$ cat src/sv/ar1sd_pkg.sv
// ----------------------------------------------------------------------------
// ar1sd_pkg
// Shared types, constants and fixed-point helpers for the AR(1) deconvolver.
// ----------------------------------------------------------------------------
package ar1sd_pkg;

  localparam int unsigned MAX_LEN_DEF = 1024;
  localparam logic [15:0] DECAY_RST   = 16'd62259;
  localparam logic [16:0] ONE_Q16     = 17'h10000;

  localparam logic [1:0] CFG_DECAY   = 2'd0;
  localparam logic [1:0] CFG_PENALTY = 2'd1;
  localparam logic [1:0] CFG_MINSPK  = 2'd2;

  localparam logic [1:0] ST_OK       = 2'd0;
  localparam logic [1:0] ST_EMPTY    = 2'd1;
  localparam logic [1:0] ST_OVERFLOW = 2'd2;

  typedef enum logic [3:0] {
    S_IDLE,
    S_PUSH,
    S_RD_C,
    S_RD_P,
    S_DIV_C,
    S_DIV_P,
    S_CMP,
    S_MERGE,
    S_RO_RD,
    S_RO_DIV,
    S_RO_OUT,
    S_OUT
  } state_t;

  typedef struct packed {
    logic        start;
    logic [47:0] num;
    logic [47:0] den;
  } div_req_t;

  typedef struct packed {
    logic        busy;
    logic        done;
    logic [63:0] quo;
  } div_rsp_t;

  // a * b >> 16 with the sign of a, magnitude truncated toward zero, a signed 49 bits, b up to 2^16
  function automatic logic signed [48:0] mulq(input logic signed [48:0] a,
                                               input logic [16:0] b);
    logic [48:0] m;
    logic [65:0] p;
    logic [48:0] r;
    m = a[48] ? 49'(-a) : 49'(a);
    p = m * b;
    r = p[64:16];
    return a[48] ? -$signed(r) : $signed(r);
  endfunction

  function automatic logic signed [47:0] sat48(input logic signed [49:0] x);
    if (x > 50'sh7FFFFFFFFFFF) return 48'sh7FFFFFFFFFFF;
    if (x < -50'sh800000000000) return 48'sh800000000000;
    return x[47:0];
  endfunction

endpackage

$ cat src/sv/ar1sd_div.sv
// ----------------------------------------------------------------------------
// ar1sd_div
// Restoring divider, one quotient bit per cycle: (num << 16) / den, unsigned.
// ----------------------------------------------------------------------------
module ar1sd_div
  import ar1sd_pkg::*;
(
  input  logic     clk,
  input  logic     rst_n,
  input  div_req_t req,
  output div_rsp_t rsp
);

  logic [63:0] q_r;
  logic [48:0] rem_r;
  logic [47:0] den_r;
  logic [6:0]  cnt_r;
  logic        busy_r, done_r;
  logic [48:0] trial;

  assign trial = {rem_r[47:0], q_r[63]} - {1'b0, den_r};

  always_ff @(posedge clk) begin
    if (!rst_n) begin
      busy_r <= 1'b0;
      done_r <= 1'b0;
      cnt_r  <= '0;
    end else begin
      done_r <= 1'b0;
      if (req.start) begin
        busy_r <= 1'b1;
        cnt_r  <= 7'd64;
        q_r    <= {req.num, 16'h0};
        rem_r  <= '0;
        den_r  <= req.den;
      end else if (busy_r) begin
        if (!trial[48]) begin
          rem_r <= trial;
          q_r   <= {q_r[62:0], 1'b1};
        end else begin
          rem_r <= {rem_r[47:0], q_r[63]};
          q_r   <= {q_r[62:0], 1'b0};
        end
        cnt_r <= cnt_r - 7'd1;
        if (cnt_r == 7'd1) begin
          busy_r <= 1'b0;
          done_r <= 1'b1;
        end
      end
    end
  end

  assign rsp.busy = busy_r;
  assign rsp.done = done_r;
  assign rsp.quo  = (den_r == '0) ? 64'd0 : q_r;

endmodule

$ cat config.mk
export PLATFORM = sky130hd
export DESIGN_NAME = ar1sd_div
export DESIGN_NICKNAME = d
export VERILOG_FILES = /design/src/sv/ar1sd_pkg.sv /design/src/sv/ar1sd_div.sv
export SDC_FILE = /design/constraint.sdc
export NUM_CORES = 1
export LEC_CHECK = 0
export ABC_AREA = 1
export BUFFER_PORTS_ARGS = -buffer_cell sky130_fd_sc_hd__buf_4
export CORE_MARGIN = 2
export CORE_UTILIZATION = 40
export DETAILED_ROUTE_END_ITERATION = 12
export SLEW_MARGIN = 20
export SYNTH_ARGS = -nofsm -noshare
export SYNTH_HDL_FRONTEND = slang
export SYNTH_SLANG_ARGS = --single-unit
$ cat constraint.sdc
create_clock -name clk -period 10 [get_ports clk]
set_clock_uncertainty 0.1 [all_clocks]
set_input_delay 0.5 -clock clk [delete_from_list [all_inputs] [get_ports clk]]
set_output_delay 0.5 -clock clk [all_outputs]
set_load 0.005 [all_outputs]
Word level (Yosys, flattened, before mapping) --
Cells that the tools add are included. W data, S select, Z words.
Cells by class: add/subtract/negate cells 2, reduce and logical (&&, ||, !) cells 6, eq/ne operators 1, muxes and demuxes 12, bitwise gates (word level) 2
Operators with widths (count):
- $mux W64 | 3
- $mux W48 | 2
- $sub A49 B48 Y49 | 1
- $logic_not A48 Y1 | 1
- $mux W7 | 2
- $eq A7 B1 Y1 const B | 1
- $sub A7 B1 Y7 const B | 1
- $mux W1 | 5
- $reduce_and A2 Y1 | 2
- $reduce_or A3 Y1 | 1
- $not A1 Y1 | 2
- $reduce_bool A2 Y1 | 1
- $reduce_or A2 Y1 | 1
Storage, ports and cells: output and inout bits 66, word-level logic and storage cells 31, register bits 169, input port bits 99

Logic depth before layout (Yosys ltp) --
Gate-level depths: netlist of the first run.
word-level depth 4, mapped depth 18, depth with buffers taken out 17

Worst setup path after synthesis of the first run --
No wires, ideal clock.
kind input port to flip-flop, start input req[96] (netlist name), end register q_r[0], enable pin, stages on the path 3, setup time 475 ps, slack 6211 ps, data arrival time 3214 ps, path through clkbuf_1 > nand2_1 > nand2_1
On the way: word-level cells in the longest chain between the ends 2
Ends and longest elaborated chain:
- start, declared | RTL line ar1sd_div.sv:10 | input div_req_t req,
- $reduce_bool A2 Y1 (no line)
- $reduce_and A2 Y1 (no line)
- end signal, assigned | RTL line ar1sd_div.sv:33 | q_r <= {req.num, 16'h0};
- end signal, assigned | RTL line ar1sd_div.sv:39 | q_r <= {q_r[62:0], 1'b1};
- end signal, assigned | RTL line ar1sd_div.sv:42 | q_r <= {q_r[62:0], 1'b0};
- end, declared | RTL line ar1sd_div.sv:14 | logic [63:0] q_r;
No other way between the ends. A chain may end at the register's enable or synchronous reset.

==> flow_summary.yaml, run 1 <==
synthesis:
  postSynth.asyncResetShare: 0
  avgSynthCellArea_sq_um: 6.94
  syn_nets: 1858
  synth_cell_types: 33
  synth_edf_count: 160
  synth_area_sq_um: 11900
  yosysSeqAreaShare: 0.421
  synthTopCellsByArea: "edfxtp_1 (41%), nand2_1 (18%), inv_1 (12%)"
  postSynthCellCount: 1708
  synth_top_flop_cell: "edfxtp_1"
  ys_ff_latch: 169
  synth_largest_area_cell: "edfxtp_1"
  yosys_warnings: 0
  synth_top_area_frac: 0.405
sta:
  finalSetupViolCount: 0
  whs_ps: 126
  period_share: 0.353
  fmax_ghz: 0.283
  rsz0062_at_grt: "no"
  hold_viol: 0
  worst-slew-pin-transition_ps: 952
  final_max_slew_viol_count: 0
  maxSlewHeadroom: 0.366
  min_period_ps: 3530
  fin_setup_tns_ps: 0
cells_and_area:
  finalNonFillerCells: 2257
  diodes: 0
  finalNetCount: 2004
  area_delta_synth_final_pct: 18.4
  drive_above_1_share: 0.122
pwr:
  seqPwrFrac: 0.373
  p_leak_nw: 7.37
  p_int_mw: 1.50
  power.switching_mw: 0.928
  combPwrFrac: 0.332
  power_switching_share: 0.382
  total_power_mw: 2.43
  powerDensity_nw_per_um2: 173
  pwr-share-clk: 0.295
  peakVddDrop_mv: 0.123
run_status:
  status: "completed"
drt:
  vias: 10474
  routed_via_density: 4.64
  drt_iter0_drc: 668
  dr.pass1.iters: 6
  wl_per_cell_um: 14.1
  drc_errors: 0
  ant_nets: 0
  wl_um: 31900
grt:
  grt_pass1_wl_um: 51000
  track_usage: 0.210
  grt_overflow_total: 0
  grt_pass1_vias: 9980
  grt_max_degree: 117
  antenna_found_initial: 0
flow_run:
  drv_cap: 0
setup_path:
  worstPathRequired_ps: 9400
  critPathMaxFanout: 64
  worst_ep_arrival_time_ps: 2930
  worstRegToRegCells: 16
  worstSetupPathType: "flip-flop to primary output"
  setup.worst_path.start_class: "flip-flop"
  crit_path_end_kind: "primary output"
clock_tree:
  cts.sinks: 169
  htree_num_levels: 4
  root_buffer: "clkbuf_16"
  ctsHoldBuffers: 0
  cts_buffer_depth: 2
  clkLatencyLatePin_ps: 450
  post-cts-setup-buffers: 0
  cts_tree: "built"
  post_cts_resize_count: 0
  cts_inserted_buffers: 17
  clk_pin_slew_ps: 80
floorplanning:
  die_height_um: 176
  start_util: 0.403
  die_width_um: 176
  rows: 63
  coreArea_sq_um: 29400
  dieArea_sq_um: 31000
  io_pins: 165
placed_design:
  port_buffers: 164
  placed_cells: 2225
  place_hpwl_um: 24400
  routabilityCongestion: 0.927
worst_hold_path:
  hold_path_depth: 1
  hold_path_class: "input pin to flip-flop"
layout make-up:
class	instances	area, sq um
fill	2963	15400
multi-input combinational	1103	5180
sequential	169	4980
inverter	395	1480
timing repair buffer	168	1260
tap	390	488
clock buffer	17	425
clock inverter	15	208
critical path, stage by stage (launching register included):
cell      delay, ps
edfxtp_1        410
nor4_1          600
nand4_1         350
nor2_4          210
buf_4           530
a21oi_1         160
buf_4           170
power groups by stage:
stage	Sequential (mW)	Clock [mW]	Combinational, mW
4_1_cts	0.906	0.729	0.807
5_1_grt	0.914	0.757	0.923
3_5_place_dp	0.921	0	0.801
3_3_place_gp	0.919	0	0.796
2_1_floorplan	0.914	0	0.584
6_report	0.905	0.716	0.806
cells in the final DEF, fill, tap and decap left out, types with 2 or more instances in the layout:
cell type and count:
nor3_1 6, edfxtp_1 160, clkbuf_16 17, clkinv_8 5, inv_6 2, o21ai_0 52, nand3_1 41, buf_4 168
nor4_1 12, nor2_2 7, nand4_1 16, dfxtp_1 9, ha_1 50, xor2_1 29, inv_12 5, xnor2_1 3
nand2_2 4, a21oi_1 99, inv_2 8, nand2_4 2, nor2_1 201, inv_1 386, nand2_1 569
worst paths after layout:
path,from,to,slack [ps]
worst max-delay path,den_r[1],rsp[51],6470
worst min-delay path,req[23],den_r[23],130
worst max register to register,q_r[63],rem_r[26],6850
worst min register to register,cnt_r[4],cnt_r[4],380
Yosys cell counts (9+ instances only):
cell / number
nand3_1: 41
ha_1: 50
nor4_1: 12
xor2_1: 29
nand2_1: 570
buf_6: 9
inv_1: 387
nand4_1: 16
dfxtp_1: 9
o21ai_0: 52
a21oi_1: 99
nor2_1: 202
clkbuf_1: 26
edfxtp_1: 160
state kept, by name, indices dropped and copies added, names as in the netlist:
name    flops
busy_r      1
cnt_r       7
den_r      48
done_r      1
q_r        64
rem_r      48
routing by layer:
| layer | vias to the layer above | global-route usage | wire length [um] |
|---|---|---|---|
| met4 | 0 | 0.0651 | 724 |
| met3 | 43 | 0.0392 | 1950 |
| met2 | 305 | 0.334 | 13900 |
| li1 | 5499 | - | - |
| met5 | - | 0 | 0 |
| met1 | 4627 | 0.291 | 15300 |
stage by stage:
stage	cell area, sq um	setup slack, ps	util
final	14000	6470	0.477
after global routing	14000	6260	0.477
after CTS	14000	6520	0.477
after detailed placement	13400	6520	0.456
after global placement	13400	6600	0.456
after floorplan	11900	6210	-
cell families (layout without fill, tap and decap cells):
family	Yosys count	in the layout	synth area share
AO/OA/AOI/OAI	155	155	0.0662
AND/OR/NAND/NOR	865	865	0.291
buffers and inverters	436	595	0.144
XOR/XNOR	32	32	0.0237
adder cells (fa/ha/maj)	51	51	0.0545
flip-flops	169	169	0.421
Power figures use the tool's default switching activity.
==> inputs of run 2 (changes only) <==
Clock period 10 ns to 3 ns, I/O delays scaled along.
==> flow_summary.yaml, run 2 (synthesized netlist as in run 1, its figures left out) <==
grt:
  grt_pass1_vias: 10979
  grt_overflow_total: 0
  grt_pass1_wl_um: 55200
  grt_use_met1: 0.302
  grt_max_degree: 65
  track_usage: 0.227
  met3_usage: 0.0540
  antenna_found_initial: 0
  busiest_layer: "met2"
  use_met2: 0.368
drt:
  vias: 11021
  routed_via_density: 4.65
  drt_iter0_drc: 605
  drc_errors: 0
  wl_um: 34500
  dr.pass1.iters: 5
  wl_per_cell_um: 14.6
  ant_nets: 0
sta:
  finalSetupViolCount: 0
  worst-slew-pin-transition_ps: 586
  hold_viol: 0
  fin_ws_ps: 240
  period_share: 0.920
  final_max_slew_viol_count: 0
  maxSlewHeadroom: 0.609
  fin_setup_tns_ps: 0
  min_period_ps: 2760
  fmax_ghz: 0.362
clock_tree:
  cts.sinks: 169
  root_buffer: "clkbuf_16"
  cts_buffer_depth: 2
  htree_num_levels: 4
  cts_inserted_buffers: 17
  clkLatencyLatePin_ps: 460
  clk_pin_slew_ps: 70
  cts_tree: "built"
floorplanning:
  start_util: 0.403
  dieArea_sq_um: 31000
  die_width_um: 176
  die_height_um: 176
  io_pins: 165
  coreArea_sq_um: 29400
  rows: 63
setup_path:
  critPathMaxFanout: 14
  crit_path_end_kind: "flip-flop"
  worstPathRequired_ps: 3100
  worstSetupPathType: "flip-flop to flip-flop"
  worst_ep_arrival_time_ps: 2860
  setup.worst_path.start_class: "flip-flop"
  r2r_slack_ps: 240
cells_and_area:
  finalNetCount: 2120
  top_regs: "q_r: 64 flops, den_r: 48 flops, rem_r: 48 flops"
  fin_util: 0.518
  final_cell_mix: "nand2_1 (568), inv_1 (385), nor2_1 (200), buf_4 (178), edfxtp_1 (160)"
  drive_above_1_share: 0.125
  top_register: "q_r"
  fin_area_sq_um: 15200
  largest_reg_flops: 64
  area_delta_synth_final_pct: 28.4
  final_common_cell: "nand2_1"
  diodes: 0
pwr:
  powerDensity_nw_per_um2: 541
  peakVddDrop_mv: 0.513
  p_leak_nw: 7.88
  total_power_mw: 8.24
placed_design:
  placed_area_sq_um: 13600
  routabilityCongestion: 0.941
  port_buffers: 164
  post-place-ws_ps: 67.5
  place_hpwl_um: 26000
run_status:
  status: "completed"
worst_hold_path:
  hold_path_class: "input pin to flip-flop"
flow_run:
  drv_cap: 0
==> run 2: path summary, 6_finish.rpt <==
| kind | cells after the start | endpoint | startpoint |
|---|---|---|---|
| max | 17 | rem_r[8] | q_r[63] |
| max reg2reg | 17 | rem_r[8] | q_r[63] |
| min reg2reg | 1 | cnt_r[4] | cnt_r[4] |
| min | 3 | done_r | req[96] |
==> run 2: routing by layer <==
metal	up-vias	routed length [um]
met5	-	0
met4	0	854
met3	44	1930
met2	289	15400
met1	4960	16300
li1	5728	-
==> run 2: power by group <==
group | switching [mW] | internal, mW | total, mW
combinational | 1.87 | 1.12 | 3.00
clock | 0.988 | 1.23 | 2.21
sequential | 0.119 | 2.91 | 3.03
==> run 2: layout make-up <==
cell class | instances | area [sq um]
fillers | 2943 | 14200
multi-input cells | 1103 | 5190
flip-flops and latches | 169 | 4980
repair buffers | 284 | 2500
inverters | 395 | 1480
well taps | 390 | 488
clock buffers | 18 | 429
clock inverters | 13 | 141
==> run 2: what timing repair did <==
action | CTS | global route
buffers inserted | 0 | 3
resized for setup | 0 | 5
hold buffers | 97 | 0
endpoints found under the setup margin | 0 | 49
endpoints found under the hold margin | 100 | 0
==> run 2: metrics by stage <==
stage / hold WS, ps / instances
after global routing: 286 / 2372
after CTS: 261 / 2367
after global placement: 228 / 2239
after detailed placement: 229 / 2239
after floorplan: 149 / 1708
final: 273 / 2372
==> run 2: critical path, cell delays in order (launching register included) <==
cell and delay, ps:
edfxtp_1 410, inv_2 80, ha_1 140, inv_1 90
fa_2 390, nand2_1 90, nand2_1 80, nand3_1 100
nand2_2 80, nand2_1 80, nand2_2 80, nand2_2 100
nand3_2 90, nand2_2 120, nand2_8 100, clkbuf_16 190
nor2_1 110, nor2_1 60
